==> src/rtl/dqt_pkg.sv <==
// Shared constants and types for the disk request queue and translator.
`default_nettype none
package dqt_pkg;

  localparam int QUEUE_DEPTH_DEF = 16;
  localparam int DRIVE_COUNT_DEF = 8;

  localparam int PART_COUNT = 8;
  localparam int PART_W     = 26;
  localparam int SIZE_W     = 17;
  localparam int CFG_IDX_W  = 4;

  localparam logic [PART_COUNT-1:0][PART_W-1:0] PART_RESET = {
    26'd0, 26'd0, 26'd0, 26'd0, 26'd4661520, 26'd3278800, 26'd5000, 26'd81000
  };

  localparam logic OP_REQUEST  = 1'b0;
  localparam logic OP_COMPLETE = 1'b1;

  localparam logic KIND_CMD    = 1'b0;
  localparam logic KIND_FINISH = 1'b1;

  localparam logic [15:0] CTL_IENABLE = 16'o100;
  localparam logic [15:0] CTL_GO      = 16'o1;
  localparam logic [15:0] CTL_READ    = 16'd4;
  localparam logic [15:0] CTL_WRITE   = 16'd2;
  localparam logic [15:0] FAULT_MASK  = 16'o1000 | 16'o4000 | 16'o10000;
  localparam logic [3:0]  RETRY_LIMIT = 4'd10;

  localparam int          BLK_PER_CYL = 200;
  localparam int          BLK_PER_TRK = 10;
  localparam logic [28:0] CYL_RECIP   = 29'd20972;
  localparam logic [15:0] TRK_RECIP   = 16'd205;

  typedef struct packed {
    logic [7:0]  tag;
    logic [5:0]  unit;
    logic [16:0] blk;
    logic [15:0] bytes;
    logic [15:0] bufa;
    logic [1:0]  ext;
    logic        rd;
  } entry_t;

endpackage
`default_nettype wire

==> src/rtl/disk_request_queue_translate.sv <==
// Disk request queue with partition check and cylinder/track/sector translation.
//
//  channel   handshake            payload
//  request   req_valid/req_stall  opcode, request_tag, unit_minor, block_number, ...
//  result    res_valid/res_stall  kind, tag, cylinder, track, sector, ..., last
//  config    cfg_valid/cfg_ready  cfg_index, cfg_data
//
// One request at a time: a rejected request goes from acceptance straight to its finish (S_FIN),
// an issued command passes three steps (reciprocal multiply, remainder, reciprocal multiply) to S_CMD.
// A completion reads the queue head from the RAM before finishing or reissuing.
// Synchronous reset clears the ring pointers, busy and retry count, and reloads the partitions.
// A stalled result holds the sequencer; the next request is taken once it is idle.
`default_nettype none
module disk_request_queue_translate #(
  parameter int QUEUE_DEPTH = dqt_pkg::QUEUE_DEPTH_DEF,
  parameter int DRIVE_COUNT = dqt_pkg::DRIVE_COUNT_DEF
) (
  input  wire logic                          clk,
  input  wire logic                          rst,
  input  wire logic                          req_valid,
  output logic                               req_stall,
  input  wire logic                          opcode,
  input  wire logic [7:0]                    request_tag,
  input  wire logic [5:0]                    unit_minor,
  input  wire logic [16:0]                   block_number,
  input  wire logic [15:0]                   byte_count,
  input  wire logic [15:0]                   buffer_address,
  input  wire logic [1:0]                    ext_address,
  input  wire logic                          is_read,
  input  wire logic                          error_flag,
  input  wire logic [15:0]                   drive_status,
  output logic                               res_valid,
  input  wire logic                          res_stall,
  output logic                               kind,
  output logic [7:0]                         tag,
  output logic [9:0]                         cylinder,
  output logic [4:0]                         track,
  output logic [3:0]                         sector,
  output logic [15:0]                        control_word,
  output logic [15:0]                        word_count,
  output logic [15:0]                        transfer_address,
  output logic                               failed,
  output logic                               home_seek,
  output logic                               last,
  input  wire logic                          cfg_valid,
  output logic                               cfg_ready,
  input  wire logic [dqt_pkg::CFG_IDX_W-1:0] cfg_index,
  input  wire logic [dqt_pkg::PART_W-1:0]    cfg_data
);
  import dqt_pkg::*;

  localparam int PTR_W  = (QUEUE_DEPTH > 1) ? $clog2(QUEUE_DEPTH) : 1;
  localparam int FILL_W = $clog2(QUEUE_DEPTH + 1);
  localparam logic [6:0] UNIT_LIMIT = 7'(DRIVE_COUNT * 8);
  localparam logic [PTR_W-1:0]  PTR_LAST   = PTR_W'(QUEUE_DEPTH - 1);
  localparam logic [FILL_W-1:0] FILL_LIMIT = FILL_W'(QUEUE_DEPTH);

  localparam logic [2:0] S_IDLE   = 3'd0;
  localparam logic [2:0] S_LOAD   = 3'd1;
  localparam logic [2:0] S_CALC_Q = 3'd2;
  localparam logic [2:0] S_CALC_R = 3'd3;
  localparam logic [2:0] S_CALC_T = 3'd4;
  localparam logic [2:0] S_CMD    = 3'd5;
  localparam logic [2:0] S_FIN    = 3'd6;

  logic [2:0]              state;
  logic [PART_W-1:0]       partition [PART_COUNT];
  logic [PTR_W-1:0]        head;
  logic [PTR_W-1:0]        tail;
  logic [FILL_W-1:0]       fill;
  logic                    busy;
  logic [3:0]              retry_count;
  logic                    finish;
  logic                    fin_fail;
  logic                    fin_cmpl;
  logic                    home;
  entry_t                  ent;
  logic [9:0]              quo;
  logic [7:0]              rem;
  logic [9:0]              cyl;
  logic [4:0]              trk;

  logic [2:0]              part_sel;
  logic [PART_W-1:0]       part;
  logic [7:0]              sz;
  logic [17:0]             blk_end;
  logic                    req_ok;
  logic                    accept;
  logic                    out_free;
  logic                    res_load;
  logic [3:0]              retry_next;
  logic                    retry_ok;
  logic [PTR_W-1:0]        head_next;
  logic [PTR_W-1:0]        tail_next;
  logic [28:0]             quo_prod;
  logic [15:0]             trk_prod;
  logic [16:0]             cyl_base;
  logic [7:0]              trk_base;
  logic [15:0]             ctl;
  entry_t                  new_ent;
  logic [$bits(entry_t)-1:0] ram_rdata;
  logic                    ram_we;

  assign cfg_ready = 1'b1;
  assign req_stall = (state != S_IDLE);
  assign accept    = req_valid && !req_stall;
  assign out_free  = !res_valid || !res_stall;
  assign res_load  = ((state == S_CMD) || (state == S_FIN)) && out_free;

  assign part_sel = (state == S_IDLE) ? unit_minor[2:0] : ent.unit[2:0];
  assign part     = partition[part_sel];
  assign sz       = 8'(({1'b0, byte_count} + 17'd511) >> 9);
  assign blk_end  = {1'b0, block_number} + {10'd0, sz};
  assign req_ok   = ({1'b0, unit_minor} < UNIT_LIMIT) &&
                    (blk_end < {1'b0, part[SIZE_W-1:0]}) && (fill < FILL_LIMIT);

  assign retry_next = retry_count + 4'd1;
  assign retry_ok   = error_flag && (retry_next <= RETRY_LIMIT);
  assign head_next  = (head == PTR_LAST) ? '0 : head + PTR_W'(1);
  assign tail_next  = (tail == PTR_LAST) ? '0 : tail + PTR_W'(1);

  assign quo_prod = {15'd0, ent.blk[16:3]} * CYL_RECIP;
  assign cyl_base = 17'(quo) * 17'(BLK_PER_CYL);
  assign trk_prod = {8'd0, rem} * TRK_RECIP;
  assign trk_base = 8'(trk) * 8'(BLK_PER_TRK);
  assign ctl = {5'd0, ent.unit[5:3], 8'd0} | {10'd0, ent.ext, 4'd0} | CTL_IENABLE | CTL_GO |
               (ent.rd ? CTL_READ : CTL_WRITE);

  assign new_ent = '{tag: request_tag, unit: unit_minor, blk: block_number,
                     bytes: byte_count, bufa: buffer_address, ext: ext_address,
                     rd: is_read};
  assign ram_we  = accept && (opcode == OP_REQUEST) && req_ok;

  dqt_ram #(
    .WIDTH($bits(entry_t)),
    .DEPTH(QUEUE_DEPTH)
  ) u_queue (
    .clk  (clk),
    .we   (ram_we),
    .waddr(tail),
    .wdata(new_ent),
    .raddr(head),
    .rdata(ram_rdata)
  );

  always_ff @(posedge clk) begin
    if (rst) begin
      state       <= S_IDLE;
      head        <= '0;
      tail        <= '0;
      fill        <= '0;
      busy        <= 1'b0;
      retry_count <= '0;
      finish      <= 1'b0;
      fin_fail    <= 1'b0;
      fin_cmpl    <= 1'b0;
      home        <= 1'b0;
      res_valid   <= 1'b0;
      for (int i = 0; i < PART_COUNT; i++) begin
        partition[i] <= PART_RESET[i];
      end
    end else begin
      if (cfg_valid && cfg_ready && (cfg_index < CFG_IDX_W'(PART_COUNT))) begin
        partition[cfg_index[2:0]] <= cfg_data;
      end
      if (res_load) begin
        res_valid <= 1'b1;
      end else if (!res_stall) begin
        res_valid <= 1'b0;
      end
      case (state)
        S_IDLE: begin
          if (accept) begin
            if (opcode == OP_REQUEST) begin
              ent <= new_ent;
              if (!req_ok) begin
                fin_fail <= 1'b1;
                fin_cmpl <= 1'b0;
                state    <= S_FIN;
              end else begin
                tail <= tail_next;
                fill <= fill + FILL_W'(1);
                if (!busy) begin
                  home  <= 1'b0;
                  state <= S_CALC_Q;
                end
              end
            end else if (busy) begin
              busy <= 1'b0;
              home <= error_flag && ((drive_status & FAULT_MASK) != 16'd0);
              if (retry_ok) begin
                retry_count <= retry_next;
                finish      <= 1'b0;
              end else begin
                retry_count <= '0;
                finish      <= 1'b1;
                fin_fail    <= error_flag;
                fin_cmpl    <= 1'b1;
              end
              state <= S_LOAD;
            end
          end
        end
        S_LOAD: begin
          ent <= entry_t'(ram_rdata);
          if (finish) begin
            head  <= head_next;
            fill  <= fill - FILL_W'(1);
            state <= S_FIN;
          end else begin
            state <= S_CALC_Q;
          end
        end
        S_CALC_Q: begin
          quo   <= quo_prod[28:19];
          state <= S_CALC_R;
        end
        S_CALC_R: begin
          rem   <= 8'(ent.blk - cyl_base);
          cyl   <= quo + {1'b0, part[PART_W-1:SIZE_W]};
          state <= S_CALC_T;
        end
        S_CALC_T: begin
          trk   <= trk_prod[15:11];
          state <= S_CMD;
        end
        S_CMD: begin
          if (out_free) begin
            kind             <= KIND_CMD;
            tag              <= ent.tag;
            cylinder         <= cyl;
            track            <= trk;
            sector           <= 4'(rem - trk_base);
            control_word     <= ctl;
            word_count       <= 16'(17'd0 - {2'd0, ent.bytes[15:1]});
            transfer_address <= ent.bufa;
            failed           <= 1'b0;
            home_seek        <= home;
            last             <= 1'b1;
            busy             <= 1'b1;
            state            <= S_IDLE;
          end
        end
        S_FIN: begin
          if (out_free) begin
            kind             <= KIND_FINISH;
            tag              <= ent.tag;
            cylinder         <= '0;
            track            <= '0;
            sector           <= '0;
            control_word     <= '0;
            word_count       <= '0;
            transfer_address <= '0;
            failed           <= fin_fail;
            home_seek        <= 1'b0;
            last             <= !fin_cmpl || (fill == '0);
            if (fin_cmpl && (fill != '0)) begin
              finish <= 1'b0;
              home   <= 1'b0;
              state  <= S_LOAD;
            end else begin
              state <= S_IDLE;
            end
          end
        end
        default: begin
          state <= S_IDLE;
        end
      endcase
    end
  end

endmodule
`default_nettype wire

==> src/rtl/dqt_ram.sv <==
// Generic single-write, single-read RAM with registered read data.
`default_nettype none
module dqt_ram #(
  parameter int WIDTH = 8,
  parameter int DEPTH = 16
) (
  input  wire logic                                    clk,
  input  wire logic                                    we,
  input  wire logic [(DEPTH > 1 ? $clog2(DEPTH) : 1)-1:0] waddr,
  input  wire logic [WIDTH-1:0]                        wdata,
  input  wire logic [(DEPTH > 1 ? $clog2(DEPTH) : 1)-1:0] raddr,
  output logic      [WIDTH-1:0]                        rdata
);

  logic [WIDTH-1:0] mem [DEPTH];

  always_ff @(posedge clk) begin
    if (we) begin
      mem[waddr] <= wdata;
    end
    rdata <= mem[raddr];
  end

endmodule
`default_nettype wire
==> config.mk <==
export PLATFORM = sky130hd
export DESIGN_NAME = disk_request_queue_translate
export DESIGN_NICKNAME = d
export VERILOG_FILES = /design/src/rtl/dqt_pkg.sv /design/src/rtl/disk_request_queue_translate.sv /design/src/rtl/dqt_ram.sv
export SDC_FILE = /design/constraint.sdc
export NUM_CORES = 2
export LEC_CHECK = 0
export BUFFER_PORTS_ARGS = -buffer_cell sky130_fd_sc_hd__buf_2
export CORE_ASPECT_RATIO = 2
export CORE_MARGIN = 1
export CORE_UTILIZATION = 55
export DETAILED_ROUTE_END_ITERATION = 10
export PLACE_DENSITY = 0.7
export SYNTH_ARGS = -nofsm -noshare
export SYNTH_HDL_FRONTEND = slang
export SYNTH_SLANG_ARGS = --single-unit
export TNS_END_PERCENT = 1
==> constraint.sdc <==
create_clock -name clk -period 14.4 [get_ports clk]
set_input_delay 4.32 -clock clk [delete_from_list [all_inputs] [get_ports clk]]
set_output_delay 4.32 -clock clk [all_outputs]
set_load 0.01 [all_outputs]
Word-level counts from Yosys, hierarchy flattened
Memory sizes are Yosys's and may differ from the RTL's. A register that Yosys moved wholly into a read port is not among the register bits.
Index checks and enable logic that the tools add are counted.

storage, ports and cells
  logic and storage cells = 209
  output and inout bits = 82
  memories kept = 2
  register bits after elaboration = 204
  input bits = 119
  bits in writable memories = 1264

memories
  memory       words  bits a word  read ports  clocked after Yosys merged registers in  wr ports  RTL line                            source
  u_queue.mem  16     66           1           1                                        1         dqt_ram.sv:15                       logic [WIDTH-1:0] mem [DEPTH];
  partition    8      26           1           0                                        8         disk_request_queue_translate.sv:67  logic [PART_W-1:0] partition [PART_COUNT];

cells by class
  add/subtract/negate cells = 11
  reductions and logical operators = 42
  multiplexer cells = 84
  $mul = 4
  eq/ne operators = 25
  order comparisons = 4
  bitwise gates (word level) = 4

operator list
  kind                                                 count
  two-way mux 66 bit                                   2
  one-hot mux 66 bit (2 select lines)                  1
  one-hot mux 16 bit (2 select lines)                  3
  two-way mux 16 bit                                   4
  two-way mux 1 bit                                    37
  two-way mux 3 bit                                    11
  two-way mux 5 bit                                    6
  multiplier 14 x 13 -> 27 bit, second input constant  1
  two-way mux 26 bit                                   1
  OR reduction 26 bit                                  1
  one-hot mux 3 bit (7 select lines)                   1
  two-way mux 10 bit                                   2
  two-way mux 4 bit                                    5
  inequality test 2 bit, second input constant         10
  one-hot mux 10 bit (2 select lines)                  1
  one-hot mux 5 bit (2 select lines)                   2
  AND reduction 4 bit                                  5
  adder 17 x 8 -> 18 bit                               1
  < comparator 18 x 17 -> 1 bit                        1
  adder 16 x 9 -> 17 bit, second input constant        1
  multiplier 8 x 8 -> 16 bit, second input constant    1
  nonzero test 16 bit                                  1
  subtractor 1 x 15 -> 16 bit, first input constant    1
  AND reduction 5 bit                                  3
  other kinds (36)                                     72

Longest topological paths before layout
An unclocked memory read counts as a cell.

  depth in word-level cells = 9
  gate-level depth with buffers = 25
  depth with buffers taken out = 24

By module
A second synthesis with hierarchy kept.

unflattened totals
  cell total of the unflattened synthesis = 3471
  area total of the unflattened synthesis = 64084.0 sq um

by module, submodules not included
  module                        seq. area each (sq um)  area each (sq um)  instances  cells an instance
  dqt_ram                       33031.7                 40800.4            1          1698
  disk_request_queue_translate  11841.4                 23283.6            1          1773

Worst setup path before layout
OpenSTA, ideal clock, no wires.

  path kind = input-to-reg
  from = input byte_count[5]
  to = memory u_queue.mem[1][0] (netlist name), enable pin
  arrival time = 12.608 ns
  buffers on the path = 1
  slack = 1.224 ns
  data required time = 13.832 ns
  stages on the path = 24
  cells stage by stage = nor4_1 -> nand3_1 -> and2_1 -> nor2_1 -> ha_1 -> inv_1 -> fa_1 -> nor2b_1 -> o21ai_0 -> a21boi_0 -> o21ai_0 -> a21boi_0 -> o21ai_0 -> a21boi_0 -> xor2_1 -> ha_1 -> a21o_1 -> a21oi_1 -> o21ai_0 -> a211o_1 -> nor2_1 -> buf_2 -> nand2_1 -> nor3_1

on the way
  longest elaborated chain between the ends = 7

RTL lines
  item                                     RTL line                             source
  start, declared                          disk_request_queue_translate.sv:26   input wire logic [15:0] byte_count,
  adder 16 x 9 -> 17 bit                   disk_request_queue_translate.sv:112  assign sz = 8'(({1'b0, byte_count} + 17'd511) >> 9);
  adder 17 x 8 -> 18 bit                   disk_request_queue_translate.sv:113  assign blk_end = {1'b0, block_number} + {10'd0, sz};
  < comparator 18 x 17 -> 1 bit            disk_request_queue_translate.sv:115  (blk_end < {1'b0, part[SIZE_W-1:0]}) && (fill < FILL_LIMIT);
  logical AND 1 bit                        disk_request_queue_translate.sv:115
  logical AND 1 bit                        disk_request_queue_translate.sv:132  assign ram_we = accept && (opcode == OP_REQUEST) && req_ok;
  two-way mux 1 bit                        dqt_ram.sv:18                        if (we) begin
  two-way mux 1 bit (implied by the code)  dqt_ram.sv:19                        mem[waddr] <= wdata;
  end, declared                            dqt_ram.sv:15

No other way between the ends.

Worst setup path after layout
  from = input byte_count[5]
  to = memory u_queue.mem[13][12] (netlist name), enable pin

Same word-level chain as after synthesis.

==> qor.csv <==
stage;metric;value;unit
min_path;whs_endpoint;tag[4]$_DFFE_PP_;
synthesis;synth_edf_count;1417;
global_routing;antenna_found_initial;26;
pwr;combPwrFrac;18.2;%
synthesis;ys_ff_latch;1508;
synthesis;synthCells;3300;
cts;cts_inserted_buffers;120;
setup_path;slowest_stage;nor2_4;
setup_path;required;14.79;ns
route;drt-total-wl;148.6;mm
min_path;hp-start;ent[62]$_DFFE_PP_;
synthesis;synth_flop_cell;edfxtp_1;
floorplanning;initial_utilization;55.40;%
cells_and_area;postLayoutCellArea;70710;µm²
timing;setup_viol;0;
setup_path;critical_path_arrival;11.48;ns
global_routing;grt-ovfl-total;0;
timing;finalCritPeriodShare;77.05;%
route;wl_met3;8.729;mm
global_routing;first_global_vias;33560;
pwr;ir_worst_vdd;0.1839;mV
synthesis;syn_area;63560;µm²
route;top_layer;met5;
setup_path;cp-end-kind;flop;
timing;clock.fmax;90.13;MHz
pwr;power_density;147.5;nW/µm²
floorplanning;design.die.area;117000;µm²
route;via_count;31579;
setup_path;r2r_start;state[1]$_SDFFE_PP0P_;
synthesis;yosysUniqueCellTypes;65;
global_routing;grt_pass1_wl;217.5;mm
placed_design;io_buffers;179;
placed_design;placedCellCount;4922;
floorplanning;io_pins;201;
cts;clkSinkCount;1508;
pwr;p_int;0.007696;W
timing;max_slew_margin;19.23;%
floorplanning;placeableCoreArea;114700;µm²
synthesis;avgSynthCellArea;19.26;µm²
route;wl_met2;80.36;mm
cells_and_area;final_cell_mix;edfxtp_1, mux4_2, and2_1;
cells_and_area;syn2layout_area_growth;11.25;%
cells_and_area;layout-drive-gt1-share;26.00;%
floorplanning;fp.dieW;242.4;µm
status;status;completed;
route;drt-met1-wl;54.47;mm
cts;post-cts-setup-buffer-count;0;
global_routing;grt_max_degree;73;
timing;setup_tns;0;ns
synthesis;async_flop_share;0;%
min_path;hp-class;reg2reg;
cells_and_area;layoutNonFillerInstCount;5161;
cts;h-tree-depth;3;
cells_and_area;fin_util;61.63;%
global_routing;grt.total_usage;25.83;%
route;drtIter0Drc;2868;
timing;fin_crit;11.10;ns
setup_path;crit_path_frequent_cell;o21ai_0;
route;drcViolationCount;0;
route;wl_per_cell;28.79;µm
pwr;clkPwrFrac;33.3;%
route;postRouteAntennaNets;0;
floorplanning;die_h;482.8;µm
cts;cts_resized;0;
setup_path;worst_path_largest_cell_delay;0.91;ns
cts;cts_tree;built;
job;drv_cap;0;
placed_design;place.gp.congestion;0.8827;
pwr;switchingPower;0.002737;W
setup_path;crit_chain;buf_2 -> nor4_1 -> nand3_1 -> and2_1 -> nand2_1 -> xnor2_1 -> ha_1 -> nor2b_1 -> o21ai_0 -> a21boi_0 -> o21ai_0 -> a21boi_0 -> o21ai_0 -> a21boi_0 -> xor2_1 -> ha_1 -> a21o_1 -> a211oi_1 -> o21ai_0 -> a211o_1 -> nor2_1 -> nand2_1 -> nor2_4 -> buf_12;
cts;cts_max_path_buffers;3;
min_path;hold_depth;0;
cts;clk_pin_slew;0.07;ns
placed_design;dpl_cell_area;66530;µm²
pwr;totalPowerFinal;0.01043;W
timing;hold_violations;0;
cells_and_area;fillers;7970;
setup_path;cp.buffers_inverters;2;
cts;cts-root-buf;clkbuf_16;
floorplanning;rows;176;
setup_path;worst-path-max-fanout;41;
cells_and_area;final_common_cell;edfxtp_1;
setup_path;cpLargestDelayFamily;simple AND/OR/NAND/NOR gates;
timing;rsz0062_at_grt;no;
setup_path;reg2reg_depth;16;
cts;clkLatencyLatePin;0.75;ns
synthesis;ys_seq_area_share;69.81;%
route;routed_via_density;6.119;
cts;ctsHoldBuffers;0;
setup_path;r2r_slack;6.34;ns
setup_path;rr_endpoint;u_queue.mem[13][12]$_DFFE_PP_;
cells_and_area;finalNetCount;3920;
setup_path;worstSetupPathType;in2reg;
pwr;pwr-share-seq;48.5;%
pwr;p_leak;23.87;nW
synthesis;yosys_warnings;0;
pwr;switching_share;26.23;%
route;firstDrtPassIters;6;
timing;fin_skew;0.02881;ns
placed_design;dp_hpwl;87.71;mm
timing;drv_slew;0;
setup_path;cp-start-kind;primary input;
timing;worstMarginPinSlew;1.210;ns
metrics by stage:
stage	hold slack (ns)	setup slack, ns
5_1_grt	0.4130	2.662
3_5_place_dp	0.4063	2.488
3_3_place_gp	0.4048	2.566
2_1_floorplan	0.4003	1.224
4_1_cts	0.4109	3.273
6_report	0.4172	3.304
logic make-up (layout without fill, tap and decap cells):
| kind of cell | Yosys count | count (layout) | synth area share [%] |
|---|---|---|---|
| compound gates | 153 | 153 | 1.543 |
| simple gates | 482 | 482 | 4.262 |
| other cells | 2 | 18 | 0.01182 |
| mux | 480 | 480 | 15.10 |
| xor+xnor | 73 | 73 | 1.006 |
| flops | 1508 | 1508 | 69.81 |
| fa+ha+maj | 270 | 270 | 6.248 |
| buf+inv | 332 | 664 | 2.022 |
metal layers:
layer,vias up,global-route usage [%]
li1,13423,-
met1,16659,31.18
met2,1195,46.97
met3,280,4.042
met4,22,9.121
met5,-,0
final cells by class:
cell class	count	area, µm²	share of cell area (%)
antenna	10	25.02	0.03539
clock buffer	140	3141	4.441
clock inverter	89	1013	1.433
inverter	190	713.2	1.009
multi-input combinational	1466	18140	25.65
sequential	1508	44390	62.77
tap	1513	1893	2.677
timing repair buffer	245	1404	1.985
registers in the layout, indices dropped and copies added (netlist names), 10 cells and up:
signal	count
word_count	16
partition	208
cyl	10
cylinder	10
quo	10
ent	65
u_queue.mem	1040
u_queue.rdata	65
transfer_address	16
cell usage after synthesis, types with 8 or more instances:
cell type / n / area, µm²
mux2i_1: 29 / 290.3
a21oi_1: 51 / 255.2
nand2b_1: 18 / 112.6
nor2_1: 80 / 300.3
and2_1: 221 / 1383
nand4_1: 8 / 50.05
nand2_1: 37 / 138.9
edfxtp_1: 1417 / 42550
nand3_1: 19 / 95.09
buf_1: 26 / 97.59
ha_1: 191 / 2390
clkbuf_1: 103 / 386.6
o21ai_0: 30 / 150.1
xor2_1: 32 / 280.3
inv_1: 188 / 705.7
dfxtp_1: 91 / 1822
xnor2_1: 41 / 359.1
mux4_2: 375 / 8446
a21o_1: 17 / 127.6
buf_4: 9 / 67.56
mux2_2: 74 / 833.3
and3_1: 16 / 100.1
nor2b_1: 9 / 56.30
nor3_1: 26 / 130.1
fa_1: 79 / 1582
or3_1: 20 / 125.1
power groups by stage:
stage,clock [W],sequential [W],combinational [W]
after detailed placement,0,0.00516,0.00190
after global routing,0.00367,0.00507,0.00212
final,0.00348,0.00506,0.00189
after floorplan,0,0.00513,0.00131
after global placement,0,0.00515,0.00186
after CTS,0.00353,0.00506,0.00192
worst register-to-register path: stages, from the launching register on:
cell and delay, ns:
dfxtp_1 0.74, nor3_4 0.18, inv_2 0.43, mux2i_4 0.32, buf_4 0.43, buf_4 0.68, mux4_2 0.60, mux2i_1 0.51
ha_1 0.35, a21o_1 0.17, a211oi_1 0.27, o21ai_0 0.25, a211o_1 0.38, nor2_1 0.73, nand2_1 0.27, nor2_4 0.91
buf_12 0.44
worst max-delay path by stage:
stage	from	endpoint	slack, ns	cells after the start
3_5_place_dp	byte_count[5]	u_queue.mem[13][3]$_DFFE_PP_	2.49	25
5_1_grt	byte_count[5]	u_queue.mem[13][3]$_DFFE_PP_	2.66	25
4_1_cts	byte_count[5]	u_queue.mem[13][22]$_DFFE_PP_	3.27	25
2_1_floorplan	byte_count[5]	u_queue.mem[1][0]$_DFFE_PP_	1.22	24
6_report	byte_count[5]	u_queue.mem[13][12]$_DFFE_PP_	3.30	24
3_3_place_gp	byte_count[5]	u_queue.mem[13][15]$_DFFE_PP_	2.57	25
(Power assumes the default switching activity.)
